--- config.mk ---
export PLATFORM = sky130hd
export DESIGN_NAME = vrml97_token_scanner_top
export DESIGN_NICKNAME = d
export VERILOG_FILES = /design/src/sv/vts_pkg.sv /design/src/sv/vts_core.sv /design/src/sv/vrml97_token_scanner_top.sv
export SDC_FILE = /design/constraint.sdc
export NUM_CORES = 1
export LEC_CHECK = 0
export ABC_AREA = 1
export BUFFER_PORTS_ARGS = -buffer_cell sky130_fd_sc_hd__buf_2
export CORE_ASPECT_RATIO = 1.5
export CORE_UTILIZATION = 35
export CTS_CLUSTER_DIAMETER = 100
export DETAILED_ROUTE_END_ITERATION = 16
export PLACE_DENSITY = 0.62
export SLEW_MARGIN = 0
export SYNTH_ARGS = -nofsm -noshare
export SYNTH_HDL_FRONTEND = slang
export SYNTH_SLANG_ARGS = --single-unit
--- constraint.sdc ---
create_clock -name aclk -period 6.2 [get_ports aclk]
set_input_delay 0.31 -clock aclk [delete_from_list [all_inputs] [get_ports aclk]]
set_output_delay 0.31 -clock aclk [all_outputs]
set_load 0.01 [all_outputs]
--- src/sv/vts_pkg.sv ---
// ============================================================================
// vts_pkg
// Shared types, constants and helper functions of the VRML97 token scanner.
// ============================================================================
`default_nettype none

package vts_pkg;

    localparam int LINE_BITS_DEF   = 20;
    localparam int COLUMN_BITS_DEF = 16;
    localparam int MAX_KEYWORD_LEN = 12;
    localparam int NUM_WORDS       = 34;
    localparam int NUM_KEYWORDS    = 14;

    // result field widths
    localparam int KIND_W = 6;
    localparam int OLINE_W = 20;
    localparam int OCOL_W = 16;
    localparam int LEN_W = 16;
    localparam logic [LEN_W-1:0] LEN_MAX = '1;

    // token kinds
    localparam logic [KIND_W-1:0] K_END         = 6'd0;
    localparam logic [KIND_W-1:0] K_PERIOD      = 6'd1;
    localparam logic [KIND_W-1:0] K_LBRACKET    = 6'd2;
    localparam logic [KIND_W-1:0] K_RBRACKET    = 6'd3;
    localparam logic [KIND_W-1:0] K_LBRACE      = 6'd4;
    localparam logic [KIND_W-1:0] K_RBRACE      = 6'd5;
    localparam logic [KIND_W-1:0] K_ID          = 6'd6;
    localparam logic [KIND_W-1:0] K_INT         = 6'd7;
    localparam logic [KIND_W-1:0] K_REAL        = 6'd8;
    localparam logic [KIND_W-1:0] K_STRING      = 6'd9;
    localparam logic [KIND_W-1:0] K_KEYWORD0    = 6'd10;
    localparam logic [KIND_W-1:0] K_FIELDTYPE0  = 6'd24;
    localparam logic [KIND_W-1:0] K_UNKNOWN     = 6'd44;
    localparam logic [KIND_W-1:0] K_OPEN_STRING = 6'd45;

    // byte codes
    localparam logic [7:0] CH_LF     = 8'h0a;
    localparam logic [7:0] CH_CR     = 8'h0d;
    localparam logic [7:0] CH_TAB    = 8'h09;
    localparam logic [7:0] CH_SPACE  = 8'h20;
    localparam logic [7:0] CH_QUOTE  = 8'h22;
    localparam logic [7:0] CH_HASH   = 8'h23;
    localparam logic [7:0] CH_APOS   = 8'h27;
    localparam logic [7:0] CH_PLUS   = 8'h2b;
    localparam logic [7:0] CH_COMMA  = 8'h2c;
    localparam logic [7:0] CH_MINUS  = 8'h2d;
    localparam logic [7:0] CH_DOT    = 8'h2e;
    localparam logic [7:0] CH_ZERO   = 8'h30;
    localparam logic [7:0] CH_UE     = 8'h45;
    localparam logic [7:0] CH_UX     = 8'h58;
    localparam logic [7:0] CH_LBRK   = 8'h5b;
    localparam logic [7:0] CH_BSLASH = 8'h5c;
    localparam logic [7:0] CH_RBRK   = 8'h5d;
    localparam logic [7:0] CH_LE     = 8'h65;
    localparam logic [7:0] CH_LX     = 8'h78;
    localparam logic [7:0] CH_LBRACE = 8'h7b;
    localparam logic [7:0] CH_RBRACE = 8'h7d;
    localparam logic [7:0] CH_DEL    = 8'h7f;

    // keyword-ids in order 0..13, field types 14..33; text right-aligned
    localparam logic [8*MAX_KEYWORD_LEN-1:0] WORD_TEXT [NUM_WORDS] = '{
        "DEF", "eventIn", "eventOut", "exposedField", "EXTERNPROTO", "FALSE",
        "field", "IS", "NULL", "PROTO", "ROUTE", "TO", "TRUE", "USE",
        "SFBool", "SFColor", "SFFloat", "SFImage", "SFInt32", "SFNode",
        "SFRotation", "SFString", "SFTime", "SFVec2f", "SFVec3f", "MFColor",
        "MFFloat", "MFInt32", "MFNode", "MFRotation", "MFString", "MFTime",
        "MFVec2f", "MFVec3f"
    };
    localparam logic [7:0] WORD_LEN [NUM_WORDS] = '{
        8'd3, 8'd7, 8'd8, 8'd12, 8'd11, 8'd5, 8'd5, 8'd2, 8'd4, 8'd5, 8'd5, 8'd2,
        8'd4, 8'd3, 8'd6, 8'd7, 8'd7, 8'd7, 8'd7, 8'd6, 8'd10, 8'd8, 8'd6, 8'd7,
        8'd7, 8'd7, 8'd7, 8'd7, 8'd6, 8'd10, 8'd8, 8'd6, 8'd7, 8'd7
    };
    // keywords that open a field-type expectation
    localparam int W_EVENTIN = 1;
    localparam int W_EVENTOUT = 2;
    localparam int W_EXPOSED = 3;
    localparam int W_FIELD = 6;

    typedef enum logic [3:0] {
        M_IDLE, M_COMMENT, M_IDENT, M_SIGN, M_INT_FIRST, M_INT, M_HEX,
        M_FRAC, M_EXP_MARK, M_EXP_DIGITS, M_DOT, M_STRING
    } scan_mode_t;

    typedef struct packed {
        logic [LEN_W-1:0]   length;
        logic [OCOL_W-1:0]  column;
        logic [OLINE_W-1:0] line;
        logic [KIND_W-1:0]  kind;
        logic               last;
    } token_t;

    typedef struct packed {
        logic [KIND_W-1:0] kind;
        logic              want_type;
    } class_t;

    function automatic logic is_digit(input logic [7:0] b);
        return b >= 8'h30 && b <= 8'h39;
    endfunction

    function automatic logic is_hex(input logic [7:0] b);
        return is_digit(b) || (b >= 8'h41 && b <= 8'h46) || (b >= 8'h61 && b <= 8'h66);
    endfunction

    function automatic logic is_space(input logic [7:0] b);
        return b == CH_CR || b == CH_LF || b == CH_SPACE || b == CH_TAB || b == CH_COMMA;
    endfunction

    function automatic logic is_id_rest(input logic [7:0] b);
        return !(b <= CH_SPACE || b == CH_QUOTE || b == CH_HASH || b == CH_APOS ||
                 b == CH_COMMA || b == CH_DOT || b == CH_LBRK || b == CH_BSLASH ||
                 b == CH_RBRK || b == CH_LBRACE || b == CH_RBRACE || b == CH_DEL);
    endfunction

    function automatic logic is_id_first(input logic [7:0] b);
        return is_id_rest(b) && !is_digit(b) && b != CH_PLUS && b != CH_MINUS;
    endfunction

    // drop candidates whose character at position p differs from b
    function automatic logic [NUM_WORDS-1:0] narrow(input logic [NUM_WORDS-1:0] kc,
                                                    input logic [LEN_W-1:0] p,
                                                    input logic [7:0] b);
        logic [NUM_WORDS-1:0] r;
        int idx;
        r = kc;
        for (int w = 0; w < NUM_WORDS; w++) begin
            if (p >= LEN_W'(WORD_LEN[w])) begin
                r[w] = 1'b0;
            end else begin
                idx = int'(WORD_LEN[w]) - 1 - int'(p[7:0]);
                if (WORD_TEXT[w][8*idx +: 8] != b) r[w] = 1'b0;
            end
        end
        return r;
    endfunction

    // identifier kind from surviving candidates and final length
    function automatic class_t classify(input logic [NUM_WORDS-1:0] kc,
                                        input logic [LEN_W-1:0] len,
                                        input logic expecting);
        class_t c;
        c.kind = K_ID;
        c.want_type = 1'b0;
        for (int w = 0; w < NUM_WORDS; w++) begin
            if (kc[w] && LEN_W'(WORD_LEN[w]) == len) begin
                if (w < NUM_KEYWORDS) begin
                    c.kind = K_KEYWORD0 + KIND_W'(w);
                    if (w == W_EVENTIN || w == W_EVENTOUT || w == W_EXPOSED ||
                        w == W_FIELD) c.want_type = 1'b1;
                end else if (expecting) begin
                    c.kind = K_FIELDTYPE0 + KIND_W'(w - NUM_KEYWORDS);
                end
            end
        end
        return c;
    endfunction

endpackage

`default_nettype wire

--- src/sv/vts_core.sv ---
// ============================================================================
// vts_core
// Scanner state and per-byte token logic; up to two tokens per beat.
// ============================================================================
`default_nettype none

module vts_core #(
    parameter int LINE_BITS   = vts_pkg::LINE_BITS_DEF,
    parameter int COLUMN_BITS = vts_pkg::COLUMN_BITS_DEF
) (
    input  wire logic           aclk,
    input  wire logic           aresetn,
    input  wire logic           step,
    input  wire logic [7:0]     in_byte,
    input  wire logic           end_of_input,
    output vts_pkg::token_t     tok0,
    output vts_pkg::token_t     tok1,
    output logic [1:0]          tok_count
);
    import vts_pkg::*;

    localparam logic [LINE_BITS-1:0]   LINE_MAX = '1;
    localparam logic [COLUMN_BITS-1:0] COL_MAX  = '1;

    scan_mode_t             mode_reg, mode_next;
    logic [LINE_BITS-1:0]   line_reg, line_next, sline_reg, sline_next;
    logic [COLUMN_BITS-1:0] col_reg, col_next, scol_reg, scol_next;
    logic [7:0]             prev_reg, prev_next;
    logic [LEN_W-1:0]       len_reg, len_next, len_grow;
    logic [NUM_WORDS-1:0]   kc_reg, kc_next;
    logic                   eft_reg, eft_next, esc_reg, esc_next;

    logic                   consumed, do_finish, do_idle, b_exp, b_nl;
    logic [KIND_W-1:0]      fin_kind, idle_kind;
    class_t                 cls;

    // state registers
    always_ff @(posedge aclk) begin
        if (!aresetn) begin
            mode_reg  <= M_IDLE;
            line_reg  <= LINE_BITS'(1);
            col_reg   <= '0;
            prev_reg  <= CH_SPACE;
            sline_reg <= '0;
            scol_reg  <= '0;
            len_reg   <= '0;
            kc_reg    <= '1;
            eft_reg   <= 1'b0;
            esc_reg   <= 1'b0;
        end else if (step) begin
            mode_reg  <= mode_next;
            line_reg  <= line_next;
            col_reg   <= col_next;
            prev_reg  <= prev_next;
            sline_reg <= sline_next;
            scol_reg  <= scol_next;
            len_reg   <= len_next;
            kc_reg    <= kc_next;
            eft_reg   <= eft_next;
            esc_reg   <= esc_next;
        end
    end

    assign len_grow = (len_reg < LEN_MAX) ? len_reg + 1'b1 : len_reg;
    assign b_exp    = in_byte == CH_UE || in_byte == CH_LE;
    assign b_nl     = in_byte == CH_LF || in_byte == CH_CR;
    assign cls      = classify(kc_reg, len_reg, eft_reg);

    // kind of the pending token when it is closed
    always_comb begin
        case (mode_reg)
            M_IDENT:                              fin_kind = cls.kind;
            M_SIGN:                               fin_kind = K_UNKNOWN;
            M_INT_FIRST, M_INT, M_HEX:            fin_kind = K_INT;
            M_FRAC, M_EXP_MARK, M_EXP_DIGITS:     fin_kind = K_REAL;
            M_DOT:                                fin_kind = K_PERIOD;
            M_STRING:                             fin_kind = K_OPEN_STRING;
            default:                              fin_kind = K_END;
        endcase
    end

    // one-byte token kind
    always_comb begin
        unique case (in_byte)
            CH_LBRK:   idle_kind = K_LBRACKET;
            CH_RBRK:   idle_kind = K_RBRACKET;
            CH_LBRACE: idle_kind = K_LBRACE;
            CH_RBRACE: idle_kind = K_RBRACE;
            default:   idle_kind = K_UNKNOWN;
        endcase
    end

    // per-beat scan step
    always_comb begin
        mode_next  = mode_reg;
        line_next  = line_reg;
        col_next   = col_reg;
        prev_next  = prev_reg;
        sline_next = sline_reg;
        scol_next  = scol_reg;
        len_next   = len_reg;
        kc_next    = kc_reg;
        eft_next   = eft_reg;
        esc_next   = esc_reg;
        tok0       = '0;
        tok1       = '0;
        tok_count  = 2'd0;
        consumed   = 1'b1;
        do_finish  = 1'b0;
        do_idle    = 1'b0;

        if (end_of_input) begin
            do_finish = mode_reg != M_IDLE && mode_reg != M_COMMENT;
            mode_next = M_IDLE;
        end else begin
            prev_next = in_byte;
            if (col_reg < COL_MAX) col_next = col_reg + 1'b1;
            if (b_nl && !(in_byte == CH_LF && prev_reg == CH_CR)) begin
                if (line_reg < LINE_MAX) line_next = line_reg + 1'b1;
                col_next = '0;
            end
            case (mode_reg)
                M_COMMENT: begin
                    if (b_nl) mode_next = M_IDLE;
                end
                M_IDENT: begin
                    if (is_id_rest(in_byte)) begin
                        kc_next  = narrow(kc_reg, len_reg, in_byte);
                        len_next = len_grow;
                    end else consumed = 1'b0;
                end
                M_SIGN: begin
                    if (is_digit(in_byte)) begin
                        mode_next = M_INT_FIRST; len_next = len_grow;
                    end else if (in_byte == CH_DOT) begin
                        mode_next = M_DOT; len_next = len_grow;
                    end else consumed = 1'b0;
                end
                M_INT_FIRST, M_INT: begin
                    if (mode_reg == M_INT_FIRST && prev_reg == CH_ZERO &&
                        (in_byte == CH_LX || in_byte == CH_UX)) begin
                        mode_next = M_HEX; len_next = len_grow;
                    end else if (is_digit(in_byte)) begin
                        mode_next = M_INT; len_next = len_grow;
                    end else if (in_byte == CH_DOT) begin
                        mode_next = M_FRAC; len_next = len_grow;
                    end else if (b_exp) begin
                        mode_next = M_EXP_MARK; len_next = len_grow;
                    end else consumed = 1'b0;
                end
                M_HEX: begin
                    if (is_hex(in_byte)) len_next = len_grow;
                    else consumed = 1'b0;
                end
                M_FRAC: begin
                    if (is_digit(in_byte)) len_next = len_grow;
                    else if (b_exp) begin
                        mode_next = M_EXP_MARK; len_next = len_grow;
                    end else consumed = 1'b0;
                end
                M_EXP_MARK: begin
                    if (is_digit(in_byte) || in_byte == CH_PLUS || in_byte == CH_MINUS) begin
                        mode_next = M_EXP_DIGITS; len_next = len_grow;
                    end else consumed = 1'b0;
                end
                M_EXP_DIGITS: begin
                    if (is_digit(in_byte)) len_next = len_grow;
                    else consumed = 1'b0;
                end
                M_DOT: begin
                    if (is_digit(in_byte)) begin
                        mode_next = M_FRAC; len_next = len_grow;
                    end else consumed = 1'b0;
                end
                M_STRING: begin
                    len_next = len_grow;
                    if (esc_reg) esc_next = 1'b0;
                    else if (in_byte == CH_BSLASH) esc_next = 1'b1;
                    else if (in_byte == CH_QUOTE) begin
                        tok0 = '{length: len_grow, column: OCOL_W'(scol_reg),
                                 line: OLINE_W'(sline_reg), kind: K_STRING, last: 1'b0};
                        tok_count = 2'd1;
                        mode_next = M_IDLE;
                    end
                end
                default: do_idle = 1'b1;
            endcase
            if (!consumed) begin
                do_finish = 1'b1;
                do_idle   = 1'b1;
            end
        end

        // close the pending token
        if (do_finish) begin
            tok0 = '{length: len_reg, column: OCOL_W'(scol_reg),
                     line: OLINE_W'(sline_reg), kind: fin_kind, last: 1'b0};
            tok_count = 2'd1;
            mode_next = M_IDLE;
            if (mode_reg == M_IDENT) eft_next = cls.want_type;
        end

        if (end_of_input) begin
            // end token after any flushed one
            if (tok_count == 2'd0) begin
                tok0 = '{length: '0, column: OCOL_W'(col_reg),
                         line: OLINE_W'(line_reg), kind: K_END, last: 1'b0};
            end else begin
                tok1 = '{length: '0, column: OCOL_W'(col_reg),
                         line: OLINE_W'(line_reg), kind: K_END, last: 1'b0};
            end
            tok_count = tok_count + 2'd1;
        end else if (do_idle && !is_space(in_byte)) begin
            // fresh scan of this byte
            if (in_byte == CH_HASH) begin
                mode_next = M_COMMENT;
            end else if (in_byte == CH_QUOTE || is_id_first(in_byte) ||
                         in_byte == CH_PLUS || in_byte == CH_MINUS ||
                         is_digit(in_byte) || in_byte == CH_DOT) begin
                sline_next = line_next;
                scol_next  = col_next;
                len_next   = LEN_W'(1);
                if (in_byte == CH_QUOTE) begin
                    mode_next = M_STRING;
                    esc_next  = 1'b0;
                end else if (is_id_first(in_byte)) begin
                    mode_next = M_IDENT;
                    kc_next   = narrow('1, '0, in_byte);
                end else if (in_byte == CH_PLUS || in_byte == CH_MINUS) begin
                    mode_next = M_SIGN;
                end else if (is_digit(in_byte)) begin
                    mode_next = M_INT_FIRST;
                end else begin
                    mode_next = M_DOT;
                end
            end else begin
                if (tok_count == 2'd0) begin
                    tok0 = '{length: LEN_W'(1), column: OCOL_W'(col_next),
                             line: OLINE_W'(line_next), kind: idle_kind, last: 1'b0};
                end else begin
                    tok1 = '{length: LEN_W'(1), column: OCOL_W'(col_next),
                             line: OLINE_W'(line_next), kind: idle_kind, last: 1'b0};
                end
                tok_count = tok_count + 2'd1;
            end
        end

        tok0.last = tok_count == 2'd1;
        tok1.last = 1'b1;
    end

endmodule

`default_nettype wire

--- src/sv/vrml97_token_scanner_top.sv ---
// ============================================================================
// vrml97_token_scanner_top
// VRML97 lexer: one text byte per beat in, tokens out.
// ============================================================================
// Takes one byte per clock while the queue has room and emits tokens (kind,
// start line, start column, length). A beat goes into an input register, is
// scanned from there and its zero, one or two tokens land in a four-entry
// output queue; a byte is taken every cycle as long as the queue keeps two
// free entries, so the sustained rate is one byte per cycle with at most one
// token per byte on average. tlast on the output marks the last token caused
// by one input beat.
`default_nettype none

module vrml97_token_scanner_top #(
    parameter int LINE_BITS   = vts_pkg::LINE_BITS_DEF,
    parameter int COLUMN_BITS = vts_pkg::COLUMN_BITS_DEF
) (
    input  wire logic        aclk,
    input  wire logic        aresetn,
    input  wire logic        s_tvalid,
    output logic             s_tready,
    input  wire logic [7:0]  s_tdata,   // [7:0] in_byte
    input  wire logic        s_tuser,   // end_of_input
    output logic             m_tvalid,
    input  wire logic        m_tready,
    output logic [63:0]      m_tdata,   // kind[5:0] line[25:6] column[41:26] length[57:42]
    output logic             m_tlast    // last
);
    import vts_pkg::*;

    localparam int DEPTH = 4;
    localparam int PTR_W = $clog2(DEPTH);

    logic             in_valid_reg;
    logic [7:0]       in_byte_reg;
    logic             in_eoi_reg;
    logic             fire, pop;
    token_t           tok0, tok1;
    logic [1:0]       tok_count;

    token_t           fifo_mem [DEPTH];
    logic [PTR_W-1:0] wr_ptr_reg, rd_ptr_reg;
    logic [PTR_W:0]   cnt_reg;

    // scan only when the queue has room for two tokens
    assign fire     = in_valid_reg && (cnt_reg <= (PTR_W+1)'(DEPTH - 2));
    assign s_tready = !in_valid_reg || fire;
    assign pop      = m_tvalid && m_tready;

    // input register
    always_ff @(posedge aclk) begin
        if (!aresetn) begin
            in_valid_reg <= 1'b0;
        end else if (s_tvalid && s_tready) begin
            in_valid_reg <= 1'b1;
        end else if (fire) begin
            in_valid_reg <= 1'b0;
        end
    end

    always_ff @(posedge aclk) begin
        if (s_tvalid && s_tready) begin
            in_byte_reg <= s_tdata;
            in_eoi_reg  <= s_tuser;
        end
    end

    vts_core #(
        .LINE_BITS   (LINE_BITS),
        .COLUMN_BITS (COLUMN_BITS)
    ) u_core (
        .aclk         (aclk),
        .aresetn      (aresetn),
        .step         (fire),
        .in_byte      (in_byte_reg),
        .end_of_input (in_eoi_reg),
        .tok0         (tok0),
        .tok1         (tok1),
        .tok_count    (tok_count)
    );

    // token queue storage
    always_ff @(posedge aclk) begin
        if (fire && tok_count != 2'd0) fifo_mem[wr_ptr_reg] <= tok0;
        if (fire && tok_count == 2'd2) fifo_mem[wr_ptr_reg + 1'b1] <= tok1;
    end

    // token queue pointers
    always_ff @(posedge aclk) begin
        if (!aresetn) begin
            wr_ptr_reg <= '0;
            rd_ptr_reg <= '0;
            cnt_reg    <= '0;
        end else begin
            if (fire) wr_ptr_reg <= wr_ptr_reg + PTR_W'(tok_count);
            if (pop) rd_ptr_reg <= rd_ptr_reg + 1'b1;
            cnt_reg <= cnt_reg + (fire ? (PTR_W+1)'(tok_count) : '0)
                       - (PTR_W+1)'(pop);
        end
    end

    assign m_tvalid = cnt_reg != '0;
    assign m_tdata  = {6'd0, fifo_mem[rd_ptr_reg].length, fifo_mem[rd_ptr_reg].column,
                       fifo_mem[rd_ptr_reg].line, fifo_mem[rd_ptr_reg].kind};
    assign m_tlast  = fifo_mem[rd_ptr_reg].last;

    // checks
    a_cnt_bound: assert property (@(posedge aclk) disable iff (!aresetn)
        cnt_reg <= (PTR_W+1)'(DEPTH)) else $error("token queue overflow");
    a_hold_item: assert property (@(posedge aclk) disable iff (!aresetn)
        in_valid_reg && !fire |=> in_valid_reg) else $error("input beat lost");
    a_count_ok: assert property (@(posedge aclk) disable iff (!aresetn)
        fire && in_eoi_reg |-> tok_count != 2'd0) else $error("missing end token");
    a_no_underflow: assert property (@(posedge aclk) disable iff (!aresetn)
        !m_tvalid |=> cnt_reg <= (PTR_W+1)'(2)) else $error("queue count jump");

endmodule

`default_nettype wire

==> metrics.cfg <==
[sta]
finalSetupViolations=0
rsz0062_at_grt=no
min_period_ns=5.53
slew-limit-headroom_pct=22.1
fmaxAchievable_mhz=181
worstMarginPinSlew_ns=1.16
tns_ns=0
skew_ns=0.0259
final-max-slew-violation-count=0
hold_viol=0
period_share_pct=89.2
fin_ws_ns=0.671

[floorplan]
die_y_um=335
start_util_pct=35.5
coreArea_mm2=0.0728
die_x_um=224
rows=121
die-area_mm2=0.0751
pin_count=80

[worst_setup_path]
cp-start-kind=flop
crit_family=simple AND/OR/NAND/NOR gates
crit_path_max_incr_delay_ns=0.68
slowest_stage=edfxtp_1
arrival_ns=6.03
crit_type=reg2reg
critPathBufInv=7
cp_data_required_time_ns=6.70
endpoint_kind=flop
path_max_fanout=29

[final_layout]
layout.cells.non_filler=4607
syn2layout_area_growth_pct=9.61
final_common_cell=nand2_1
largest_reg_flops=236
final_area_mm2=0.0284
drive_above_1_share_pct=8.28
final_nets=3635
most-common-layout-cells=nand2_1 (685), nor2_1 (387), o21ai_0 (364), inv_1 (304), o22ai_1 (252)
antenna-diode-count=0

[global_route]
grt_remaining_overflow=0
grt_max_degree=81
antenna_found_initial=0
grt_first_pass_wirelength_mm=150
grt_use_total_pct=25.8
grt_pass1_vias=25600

[clock_network]
ctsResizeCount=0
cts_sinks=391
cts-hold-fix-buffers=9
tritoncts=built
numCtsBuffers=40
clockBufferDepth=3
clock_latency_ns=0.59
clkTransAtPathRegs_ns=0.06
h-tree-depth=2
root_buffer=clkbuf_16
post_cts_buffers=0

[placement]
post-dp-hpwl_mm=67.7
dp.cells=4526
pre_cts_slack_ns=0.758
globalplace.congestion=0.974
port_buffers=73
post_dp_cell_area_mm2=0.0271

[pwr]
powerDensity_mw_per_mm2=265
fin_total_pwr_uw=7510
p_leak_uw=0.0106
irDropWorstVdd_mv=0.177

[detailed_routing]
drc=0
routed_wl_mm=98.6
detail_route.wl_per_cell_um=21.4
drtPass1Iterations=6
dr.first_iter.drc_count=2336
vias_per_cell=5.71
via_count=26300
ant_nets=0

[yosys]
synth_seq_cells=391
synthesis.area_mm2=0.0259
netlist_instances=3617
ys_types=72
synth_flop_cell=dfxtp_1
yosysWarnings=0
async_flop_share_pct=0
postSynthAreaPerCell_um2=7.16
synth_seq_area_share_pct=37.1
synth_edf_count=177

[run_status]
status=finished clean

[hold_path]
hp-class=in2reg

[flow_run]
cap_viol_max_count=0

tightest hold or removal path, stage by stage:
cell and delay, ns:
buf_2 0.08, inv_1 0.06, a21oi_1 0.13
power by group:
part	leakage, uW	internal, uW	switching (uW)
registers	0.00322	2870	131
clock network	0.000591	1260	1080
logic	0.00682	652	1520
routing by layer:
metal  vias up  share of wire (%)  track usage [%]
met5         -                  0                0
met4         0                7.1             17.8
met3       328                5.8             3.00
met2      1078                 50             46.1
met1     12400                 37             28.3
li1      12500                  -                -
synth_stat cells (9+ instances only):
cell         n  share of area (%)
buf_1       10               0.15
mux2i_1     32                1.2
nor3_1      63                1.2
a31oi_1     16               0.39
a221oi_1    25               0.85
clkbuf_1   149                2.2
edfxtp_1   177                 21
buf_2       37               0.72
nand3_1    102                2.0
xor2_1     121                4.1
inv_1      305                4.4
nand2_1    687                 10
a211oi_1    13               0.38
o21ai_1     69                1.3
o21ai_0    364                7.0
o31ai_1     14               0.41
nor2_1     389                5.6
a21oi_1    248                4.8
nand4_1     29               0.70
nor4_1      30               0.73
nand2_2     12               0.29
ha_1        28                1.4
buf_4       27               0.78
nor2_4       9               0.39
o22ai_1    252                6.1
dfxtp_1    214                 17
o2111ai_1   19               0.64
inv_2       34               0.49
o211ai_1    26               0.75
buf_6        9               0.39
final cells by class:
type,count,area [um2]
sequential,391,9600
clock buffer,49,1050
clock inverter,23,156
tap,984,1230
timing repair buffer,161,1090
multi-input combinational,2650,13900
fill,7698,44500
inverter,349,1320
path summary, 6_finish.rpt:
kind         slack [ns]  cells past startpoint                            to                          from
max                0.67                     26  fifo_mem[0][52]$_SDFFE_PP0P_      in_byte_reg[7]$_DFFE_PP_
min                0.06                      3     in_valid_reg$_SDFFE_PN0P_                      s_tvalid
max reg2reg        0.67                     26  fifo_mem[0][52]$_SDFFE_PP0P_      in_byte_reg[7]$_DFFE_PP_
min reg2reg        0.45                      2  fifo_mem[2][52]$_SDFFE_PP0P_  fifo_mem[2][52]$_SDFFE_PP0P_
through the flow:
step / hold slack (ns) / utilization [%]
CTS: 0.0196 / 39.0
detailed placement: 0.445 / 37.2
finish: 0.0561 / 39.0
global route: 0.0641 / 39.0
floorplan: 0.409 / -
global placement: 0.441 / 37.2
cell families after synthesis:
| logic type | Yosys count | synth area share [%] |
|---|---|---|
| compound gates | 1109 | 24.8 |
| mux | 32 | 1.24 |
| xor+xnor | 124 | 4.20 |
| simple gates | 1350 | 21.9 |
| other cells | 1 | 0.0145 |
| fa+ha+maj | 29 | 1.43 |
| buf+inv | 581 | 9.29 |
| flops | 391 | 37.1 |
No activity file was read; power rests on OpenSTA's default activity.
